$ cat config.mk
export PLATFORM = sky130hd
export DESIGN_NAME = bmp_stream_decoder
export DESIGN_NICKNAME = d
export VERILOG_FILES = /design/src/design/bmpd_pkg.sv /design/src/design/bmpd_skid.sv /design/src/design/bmp_stream_decoder.sv
export SDC_FILE = /design/constraint.sdc
export NUM_CORES = 1
export LEC_CHECK = 0
export BUFFER_PORTS_ARGS = -buffer_cell sky130_fd_sc_hd__buf_2
export CORE_MARGIN = 2
export CORE_UTILIZATION = 24
export DETAILED_ROUTE_END_ITERATION = 8
export PLACE_DENSITY_LB_ADDON = 0.12
export SKIP_LAST_GASP = 1
export SYNTH_ARGS = -nofsm -noshare
export SYNTH_HDL_FRONTEND = slang
export SYNTH_SLANG_ARGS = --single-unit
$ cat constraint.sdc
create_clock -name clk -period 11.6 [get_ports clk]
set_clock_uncertainty 0.1 [all_clocks]
set_input_delay 1.74 -clock clk [delete_from_list [all_inputs] [get_ports clk]]
set_output_delay 1.74 -clock clk [all_outputs]
set_load 0.01 [all_outputs]
$ cat src/design/bmpd_pkg.sv
`timescale 1ns / 1ps
`default_nettype none
package bmpd_pkg;

  // image size limits
  localparam int unsigned MAX_WIDTH  = 4096;
  localparam int unsigned MAX_HEIGHT = 4096;

  localparam int unsigned WIDTH_W    = $clog2(MAX_WIDTH + 1);
  localparam int unsigned HEIGHT_W   = $clog2(MAX_HEIGHT + 1);
  // bytes in a padded row, 4 bytes per pixel worst case
  localparam int unsigned ROW_BYTE_W = $clog2(4 * MAX_WIDTH + 1);

  localparam int unsigned COORD_W  = 12;
  localparam int unsigned STATUS_W = 3;

  // result status codes
  localparam logic [STATUS_W-1:0] ST_PIXEL      = 3'd0;
  localparam logic [STATUS_W-1:0] ST_BAD_MAGIC  = 3'd1;
  localparam logic [STATUS_W-1:0] ST_INFO_SHORT = 3'd2;
  localparam logic [STATUS_W-1:0] ST_BAD_FORMAT = 3'd3;
  localparam logic [STATUS_W-1:0] ST_BAD_SIZE   = 3'd4;
  localparam logic [STATUS_W-1:0] ST_BAD_OFFSET = 3'd5;

  localparam logic [7:0] MAGIC_B       = 8'h42;
  localparam logic [7:0] MAGIC_M       = 8'h4d;
  localparam logic [7:0] ALPHA_OPAQUE  = 8'hff;
  localparam logic [31:0] MIN_INFO_SIZE = 32'd40;
  localparam logic [32:0] FILE_HDR_LEN  = 33'd14;
  localparam logic [15:0] BPP_24        = 16'd24;
  localparam logic [15:0] BPP_32        = 16'd32;

  typedef struct packed {
    logic [31:0]         argb;
    logic [COORD_W-1:0]  x;
    logic [COORD_W-1:0]  y;
    logic                last;
    logic [STATUS_W-1:0] status;
  } res_t;

endpackage
`default_nettype wire

$ cat src/design/bmpd_skid.sv
`timescale 1ns / 1ps
`default_nettype none
module bmpd_skid
  import bmpd_pkg::*;
(
  input  wire logic clk,
  input  wire logic rst_n,
  input  wire logic push,
  input  wire res_t push_data,
  output logic      room,
  output logic      out_valid,
  input  wire logic out_ready,
  output res_t      out_data
);

  logic main_valid_r, main_valid_nxt;
  logic skid_valid_r, skid_valid_nxt;
  res_t main_r, main_nxt;
  res_t skid_r, skid_nxt;
  logic pop;

  assign pop       = main_valid_r && out_ready;
  assign out_valid = main_valid_r;
  assign out_data  = main_r;
  // registered: no path from out_ready to the input side
  assign room      = !skid_valid_r;

  always_comb begin
    main_valid_nxt = main_valid_r;
    skid_valid_nxt = skid_valid_r;
    main_nxt       = main_r;
    skid_nxt       = skid_r;
    if (skid_valid_r) begin
      if (pop) begin
        main_nxt       = skid_r;
        skid_valid_nxt = 1'b0;
      end
    end else if (!main_valid_r || pop) begin
      main_valid_nxt = push;
      if (push) begin
        main_nxt = push_data;
      end
    end else if (push) begin
      skid_valid_nxt = 1'b1;
      skid_nxt       = push_data;
    end
  end

  always_ff @(posedge clk) begin
    if (!rst_n) begin
      main_valid_r <= 1'b0;
      skid_valid_r <= 1'b0;
    end else begin
      main_valid_r <= main_valid_nxt;
      skid_valid_r <= skid_valid_nxt;
    end
    main_r <= main_nxt;
    skid_r <= skid_nxt;
  end

endmodule
`default_nettype wire

$ cat src/design/bmp_stream_decoder.sv
`timescale 1ns / 1ps
`default_nettype none
// Channel   Direction  Handshake              Payload
// in_       input      in_valid / in_ready    in_data_byte[7:0], in_file_start
// out_      output     out_valid / out_ready  out_pixel_argb[31:0], out_pixel_x[11:0],
//                                             out_pixel_y[11:0], out_last_pixel,
//                                             out_status[2:0]
//
// One byte per clock. Each accepted byte updates the parser state and, when
// it completes a pixel or reveals a header error, loads one result request.
// Results sit in a two-entry output buffer; in_ready is a flop and drops only
// while both entries are full, so the input keeps moving under a single
// stalled result. Reset (rst_n low, sync) leaves the parser waiting for a
// byte flagged in_file_start; bytes before that are dropped.
module bmp_stream_decoder
  import bmpd_pkg::*;
(
  input  wire logic                clk,
  input  wire logic                rst_n,
  input  wire logic                in_valid,
  output logic                     in_ready,
  input  wire logic [7:0]          in_data_byte,
  input  wire logic                in_file_start,
  output logic                     out_valid,
  input  wire logic                out_ready,
  output logic [31:0]              out_pixel_argb,
  output logic [COORD_W-1:0]       out_pixel_x,
  output logic [COORD_W-1:0]       out_pixel_y,
  output logic                     out_last_pixel,
  output logic [STATUS_W-1:0]      out_status
);

  localparam logic [2:0] PH_IDLE   = 3'd0;
  localparam logic [2:0] PH_HEADER = 3'd1;
  localparam logic [2:0] PH_SKIP   = 3'd2;
  localparam logic [2:0] PH_PIXELS = 3'd3;
  localparam logic [2:0] PH_HALT   = 3'd4;

  // header byte offsets (offset of the last byte of each field)
  localparam logic [31:0] OFF_MAGIC  = 32'd1;
  localparam logic [31:0] OFF_PIXOFF = 32'd13;
  localparam logic [31:0] OFF_INFO   = 32'd17;
  localparam logic [31:0] OFF_WIDTH  = 32'd21;
  localparam logic [31:0] OFF_HEIGHT = 32'd25;
  localparam logic [31:0] OFF_BPP    = 32'd29;
  localparam logic [31:0] OFF_COMPR  = 32'd33;
  localparam logic [31:0] OFF_CHECK  = 32'd53;

  logic accept;
  assign accept = in_valid && in_ready;

  // parser state
  logic [2:0]            phase_r, phase_nxt;
  logic [31:0]           off_r, off_nxt;
  logic [31:0]           shift_r, shift_nxt;
  logic [31:0]           pix_off_r, pix_off_nxt;
  logic [31:0]           info_r, info_nxt;
  logic [31:0]           raw_w_r, raw_w_nxt;
  logic [31:0]           raw_h_r, raw_h_nxt;
  logic [15:0]           bpp_r, bpp_nxt;
  logic [31:0]           compr_r, compr_nxt;
  logic [WIDTH_W-1:0]    img_w_r, img_w_nxt;
  logic [HEIGHT_W-1:0]   img_h_r, img_h_nxt;
  logic                  bottom_up_r, bottom_up_nxt;
  logic                  four_bpp_r, four_bpp_nxt;
  logic [HEIGHT_W-1:0]   row_r, row_nxt;
  logic [ROW_BYTE_W-1:0] rb_r, rb_nxt;
  logic [1:0]            bip_r, bip_nxt;
  logic [WIDTH_W-1:0]    col_r, col_nxt;
  logic [7:0]            blue_r, blue_nxt;
  logic [7:0]            green_r, green_nxt;

  // header checks, from registered fields
  logic [31:0]           h_mag;
  logic                  size_bad, fmt_bad, offset_bad;
  // row geometry
  logic [ROW_BYTE_W-1:0] bytewidth, padded, rb_inc;
  logic [WIDTH_W:0]      w_times2;
  logic [1:0]            bip_last;
  logic [HEIGHT_W-1:0]   y_full;
  logic                  is_last;

  // per-byte working values
  logic [2:0]            ph_cur;
  logic [31:0]           off_cur, shift_cur, shift_new;
  logic                  do_pix;

  logic res_valid;
  res_t res;
  logic room;
  res_t out_data;

  always_comb begin
    h_mag      = raw_h_r[31] ? (32'd0 - raw_h_r) : raw_h_r;
    size_bad   = raw_w_r[31] || (raw_w_r == 32'd0) || (raw_w_r > 32'(MAX_WIDTH)) ||
                 (h_mag == 32'd0) || (h_mag > 32'(MAX_HEIGHT));
    fmt_bad    = !((bpp_r == BPP_24) || (bpp_r == BPP_32)) || (compr_r != 32'd0);
    offset_bad = {1'b0, pix_off_r} < (FILE_HDR_LEN + {1'b0, info_r});

    w_times2  = {img_w_r, 1'b0};
    bytewidth = four_bpp_r ? ROW_BYTE_W'({img_w_r, 2'b00})
                           : ROW_BYTE_W'(w_times2 + {1'b0, img_w_r});
    padded    = (bytewidth + ROW_BYTE_W'(3)) & ~ROW_BYTE_W'(3);
    rb_inc    = rb_r + ROW_BYTE_W'(1);
    bip_last  = four_bpp_r ? 2'd3 : 2'd2;
    y_full    = bottom_up_r ? (img_h_r - HEIGHT_W'(1) - row_r) : row_r;
    is_last   = ({1'b0, row_r} + (HEIGHT_W+1)'(1) == {1'b0, img_h_r}) &&
                ({1'b0, col_r} + (WIDTH_W+1)'(1) == {1'b0, img_w_r});
  end

  always_comb begin
    phase_nxt     = phase_r;
    off_nxt       = off_r;
    shift_nxt     = shift_r;
    pix_off_nxt   = pix_off_r;
    info_nxt      = info_r;
    raw_w_nxt     = raw_w_r;
    raw_h_nxt     = raw_h_r;
    bpp_nxt       = bpp_r;
    compr_nxt     = compr_r;
    img_w_nxt     = img_w_r;
    img_h_nxt     = img_h_r;
    bottom_up_nxt = bottom_up_r;
    four_bpp_nxt  = four_bpp_r;
    row_nxt       = row_r;
    rb_nxt        = rb_r;
    bip_nxt       = bip_r;
    col_nxt       = col_r;
    blue_nxt      = blue_r;
    green_nxt     = green_r;

    res_valid  = 1'b0;
    res.argb   = 32'd0;
    res.x      = '0;
    res.y      = '0;
    res.last   = 1'b0;
    res.status = ST_PIXEL;

    ph_cur    = in_file_start ? PH_HEADER : phase_r;
    off_cur   = in_file_start ? 32'd0 : off_r;
    shift_cur = in_file_start ? 32'd0 : shift_r;
    shift_new = {in_data_byte, shift_cur[31:8]};
    do_pix    = 1'b0;

    if (accept) begin
      // restart drops whatever the previous file left behind
      if (in_file_start) begin
        phase_nxt = PH_HEADER;
        row_nxt   = '0;
        rb_nxt    = '0;
        bip_nxt   = '0;
        col_nxt   = '0;
      end

      case (ph_cur)
        PH_HEADER: begin
          shift_nxt = shift_new;
          off_nxt   = off_cur + 32'd1;
          case (off_cur)
            OFF_MAGIC: begin
              if (shift_new[31:16] != {MAGIC_M, MAGIC_B}) begin
                phase_nxt  = PH_HALT;
                res_valid  = 1'b1;
                res.status = ST_BAD_MAGIC;
              end
            end
            OFF_PIXOFF: pix_off_nxt = shift_new;
            OFF_INFO: begin
              info_nxt = shift_new;
              if (shift_new < MIN_INFO_SIZE) begin
                phase_nxt  = PH_HALT;
                res_valid  = 1'b1;
                res.status = ST_INFO_SHORT;
              end
            end
            OFF_WIDTH:  raw_w_nxt = shift_new;
            OFF_HEIGHT: raw_h_nxt = shift_new;
            OFF_BPP:    bpp_nxt   = shift_new[31:16];
            OFF_COMPR:  compr_nxt = shift_new;
            OFF_CHECK: begin
              if (size_bad || fmt_bad || offset_bad) begin
                phase_nxt  = PH_HALT;
                res_valid  = 1'b1;
                res.status = size_bad ? ST_BAD_SIZE :
                             fmt_bad  ? ST_BAD_FORMAT : ST_BAD_OFFSET;
              end else begin
                phase_nxt     = PH_SKIP;
                img_w_nxt     = raw_w_r[WIDTH_W-1:0];
                img_h_nxt     = h_mag[HEIGHT_W-1:0];
                bottom_up_nxt = !raw_h_r[31];
                four_bpp_nxt  = (bpp_r == BPP_32);
              end
            end
            default: ;
          endcase
        end
        PH_SKIP: begin
          if (off_r != pix_off_r) begin
            off_nxt = off_r + 32'd1;
          end else begin
            phase_nxt = PH_PIXELS;
            do_pix    = 1'b1;
          end
        end
        PH_PIXELS: do_pix = 1'b1;
        default: ;
      endcase

      if (do_pix) begin
        if (rb_r < bytewidth) begin
          case (bip_r)
            2'd0: blue_nxt  = in_data_byte;
            2'd1: green_nxt = in_data_byte;
            2'd2: begin
              res_valid  = 1'b1;
              res.argb   = {ALPHA_OPAQUE, in_data_byte, green_r, blue_r};
              res.x      = col_r[COORD_W-1:0];
              res.y      = y_full[COORD_W-1:0];
              res.last   = is_last;
              res.status = ST_PIXEL;
            end
            default: ;
          endcase
          if (bip_r == bip_last) begin
            bip_nxt = 2'd0;
            col_nxt = col_r + WIDTH_W'(1);
          end else begin
            bip_nxt = bip_r + 2'd1;
          end
        end
        if (rb_inc >= padded) begin
          rb_nxt  = '0;
          bip_nxt = 2'd0;
          col_nxt = '0;
          row_nxt = row_r + HEIGHT_W'(1);
        end else begin
          rb_nxt = rb_inc;
        end
        // final pixel: everything after it is ignored
        if (res_valid && is_last && (bip_r == 2'd2)) begin
          phase_nxt = PH_HALT;
        end
      end
    end
  end

  always_ff @(posedge clk) begin
    if (!rst_n) begin
      phase_r <= PH_IDLE;
      off_r   <= '0;
      shift_r <= '0;
      row_r   <= '0;
      rb_r    <= '0;
      bip_r   <= '0;
      col_r   <= '0;
    end else begin
      phase_r <= phase_nxt;
      off_r   <= off_nxt;
      shift_r <= shift_nxt;
      row_r   <= row_nxt;
      rb_r    <= rb_nxt;
      bip_r   <= bip_nxt;
      col_r   <= col_nxt;
    end
    pix_off_r   <= pix_off_nxt;
    info_r      <= info_nxt;
    raw_w_r     <= raw_w_nxt;
    raw_h_r     <= raw_h_nxt;
    bpp_r       <= bpp_nxt;
    compr_r     <= compr_nxt;
    img_w_r     <= img_w_nxt;
    img_h_r     <= img_h_nxt;
    bottom_up_r <= bottom_up_nxt;
    four_bpp_r  <= four_bpp_nxt;
    blue_r      <= blue_nxt;
    green_r     <= green_nxt;
  end

  bmpd_skid u_skid (
    .clk       (clk),
    .rst_n     (rst_n),
    .push      (res_valid),
    .push_data (res),
    .room      (room),
    .out_valid (out_valid),
    .out_ready (out_ready),
    .out_data  (out_data)
  );

  assign in_ready       = room;
  assign out_pixel_argb = out_data.argb;
  assign out_pixel_x    = out_data.x;
  assign out_pixel_y    = out_data.y;
  assign out_last_pixel = out_data.last;
  assign out_status     = out_data.status;

endmodule
`default_nettype wire

==> out/results.txt <==
The filler cell count was 9490; the number of DRC markers after the initial detailed-route iteration was 1316. The root buffer selected by CTS was clkbuf_16. STA classifies the critical path startpoint as a flip-flop.

Via count normalized by instance count: 4.88. The pre-CTS worst setup slack came out at 4140 ps. For the relative max-transition margin, the log shows 23.6%.

Once placement finished, the instance area stood at 23900 um^2. For the internal reg-to-reg setup slack, the log shows 4290 ps. After synthesis the netlist holds a flip-flop and latch count of 430.

Input and output buffers added on the ports amount to 74. The net count after synthesis came out at 2185. The number of iterations in the first detailed-routing pass is 8. The startpoint identified for the worst hold timing path is shift_r[15].

The tool flagged a number of max-cap violations equal to 0. Leaving out fill and tap cells, the most frequent cells in the layout are edfxtp_1, nand2_1, nor2_1. Yosys mapped a number of flops with a built-in enable equal to 326. The Yosys warning count was 0; the met1 track demand over resource in global routing was 20.6%.

In this run, placement finished with an instance count of 3261. The global placer's final weighted congestion was 0.833; the number of distinct standard cells referenced by the synthesized netlist was 82. Number of antenna violations at the first check in global routing: 6. Counting the buffers created by CTS gives 52. The clock period could shrink to 7310 ps.

In this run the worst hold path is classified as reg -> reg. In this run the biggest area consumer among cell types represents 44.0% of the synthesized area. Entering global routing, the biggest net connects 84 pins.

The largest driver fanout on the critical path is 34, and the count of endpoints failing hold in the final timing report is 0. The tools report the total wirelength of the detailed-routed design as 70400 um. The sequential-to-total area share from yosys stat is 53.4%.

IR analysis of the VDD net gives a maximum drop of 0.102 mV. Detailed routing inserted a total of 16400 vias. The post-synthesis to final-layout area growth was 15.3%; the first-pass GRT wire length was 105000 um.

For this configuration, the core starts out at a cell density of 24.2%. Data on the critical path arrives at its endpoint at 7690 ps. The number of global-route vias before repair came out at 16100.

In the post-synthesis netlist, the biggest area contributors are edfxtp_1, dfxtp_1, ha_1, xnor2_1, nand2_1. After clock tree synthesis, the repair step resized 0 gates. The hold-critical path depth is 2, and the DRC violations left is 0. The number of nets at the end of the flow is 2236, and the post-route non-filler standard cell count is 3360. The summed instance area of the synthesized netlist was 22200 um^2. The worst setup path is of the reg -> reg kind. The proportion of layout cells with a drive suffix above 1 was 10.1%; the post-synthesis cell count was 2078. The flow ran to the end, and the final reports show no timing, DRC or antenna violations. The number of placement rows is 111, and the maximum clock frequency is 0.137 GHz. The detail-routed net length per standard cell is 20.9 um, and the number of setup buffers added after CTS is 0. The clock network latency to the later pin of the worst-skew pair was 610 ps; the portion of the clock cycle consumed by the worst path in the final layout was 63.0%.

In this run the most used layer during global routing was met2. The post-route worst setup slack is 4290 ps, and the total negative slack for setup checks is 0 ps. The run gives 430 as the number of clock sinks.

For the met3 usage, the log shows 1.85%. Summed over all cells, the static leakage comes to 9.08 nW. In the global route stage, met2 resource usage came out at 24.1%.

In the synthesized netlist the dominant register cell turns out to be edfxtp_1. Measured in cells, the most critical reg-to-reg path has a length of 20. The power density relative to cell area is 131 nW/um^2, and the multi-input gate area in the final layout is 9780 um^2.

The H-tree generated during clock tree synthesis spans 2 levels. In this run the remaining antenna-violating nets after routing total 0. The flip-flop and latch area was 11900 um^2. The async set-or-reset flop fraction in the synthesized netlist was 0%; the worst hold slack was 348 ps.

The tools report the worst path required time as 11980 ps. Quantity of hold-fixing buffers added after cts: 0. 75 I/O pins were placed. The die boundary height is 308 um. TritonCTS built the clock tree.

Type of destination of the critical path: a flip-flop. For the pin with the worst max-slew slack, the measured transition is 1140 ps. In this run the critical register-to-register path is launched from img_w_r[0].

Leading cell type in the layout, fill and taps excluded: edfxtp_1. The synthesized design spends more area on one cell type than any other, namely edfxtp_1. With fillers left out, the area of the finished cells amounts to 25600 um^2. The worst hold path endpoint was shift_r[15].

The floorplan step defined a die boundary enclosing 95100 um^2. Global routing used 14.7% of the available tracks across all layers. The run gives 3 as the number of buffers between clock root and the deepest sink. The average instance in the mapped netlist occupies 10.7 um^2. The max-slew violation total from the final report is 0, and the core footprint is 91700 um^2. The worst register-to-register path ends at phase_r[1]. The width of the die is 308 um.

Clock-pin slew was measured on the worst setup and hold paths at 70 ps. The logs give 0 for the overflow left after global routing and 49700 um for the HPWL after detailed placement. Setup repair after global routing left no endpoint under its margin. Setup violations remaining at the end of the flow were counted as 0.
==> cells by family (layout without fill, tap and decap cells) <==
group | Yosys count | in the layout | synth area share [%]
mux | 26 | 26 | 1.20
buf+inv | 155 | 250 | 2.78
compound gates | 433 | 433 | 12.7
xor+xnor | 154 | 154 | 6.07
simple gates | 786 | 786 | 18.5
flops | 430 | 430 | 53.4
fa+ha+maj | 94 | 94 | 5.36
other cells | 0 | 1 | 0
==> cells in the mapped netlist, types with 56 or more instances <==
| cell | n |
|---|---|
| a21o_1 | 71 |
| a21oi_1 | 118 |
| clkbuf_1 | 91 |
| dfxtp_1 | 104 |
| edfxtp_1 | 326 |
| ha_1 | 92 |
| nand2_1 | 182 |
| nand3_1 | 68 |
| nor2_1 | 148 |
| o21ai_0 | 81 |
| xnor2_1 | 98 |
| xor2_1 | 56 |
==> worst max-delay path: stages (launching register included) <==
cell and delay, ps:
edfxtp_1 480, ha_1 290, fa_1 430, a211oi_1 440
o21a_1 230, o31ai_1 90, a2111oi_0 410, nor3_1 130
xor2_1 150, mux2i_1 290, ha_1 320, a2111o_1 460
a211oi_1 260, o21a_1 200, o2bb2ai_1 160, nor2_1 410
nand2_1 590, inv_1 1060, nand4_1 370, nand4_1 210
o21ai_1 90
==> report_power, final <==
group,switching (mW),internal (mW)
clock,0.669,0.984
combinational,0.0550,0.0128
sequential,0.00258,1.64
total,0.727,2.64
==> registers in the layout, indices dropped and copies added, names as in the netlist, 2 cells and up <==
signal           count
info_r              32
img_w_r             13
col_r               13
raw_w_r             32
compr_r             32
shift_r             24
rb_r                15
green_r              8
bip_r                2
row_r               13
u_skid.skid_r       53
bpp_r               16
off_r               32
pix_off_r           32
blue_r               8
img_h_r             13
raw_h_r             32
u_skid.out_data     53
phase_r              3
==> how the worst max path moves through the flow <==
stage,startpoint,end,slack (ps),cells past startpoint
after floorplan,img_w_r[1],u_skid.skid_r[0],2870,17
after global placement,img_w_r[0],phase_r[1],4410,20
after detailed placement,img_w_r[0],phase_r[1],4140,20
after CTS,img_w_r[0],phase_r[1],4110,20
after global routing,img_w_r[0],phase_r[1],3430,20
final,img_w_r[0],phase_r[1],4290,20
==> layout make-up <==
type                       instances  share of cell area, %
multi-input combinational       1493                   38.2
timing repair buffer             101                   2.24
clock inverter                    27                   1.08
sequential                       430                   46.3
antenna                            1                0.00977
inverter                          51                  0.747
tap                             1186                   5.79
clock buffer                      71                   5.64
==> metrics by stage <==
stage          utilization, %  total power, mW
2_1_floorplan               -             1.71
3_3_place_gp             26.1             1.75
3_5_place_dp             26.1             1.75
4_1_cts                  28.0             3.43
5_1_grt                  28.0             3.49
6_report                 28.0             3.37
==> metal layers <==
metal / share of wire [%] / routed length (um) / up-vias
li1: - / - / 7875
met1: 48 / 33500 / 8067
met4: 1.6 / 1140 / 0
met5: 0 / 0 / -
met3: 4.3 / 2990 / 72
met2: 47 / 32800 / 391
Power figures use the tool's default switching activity.
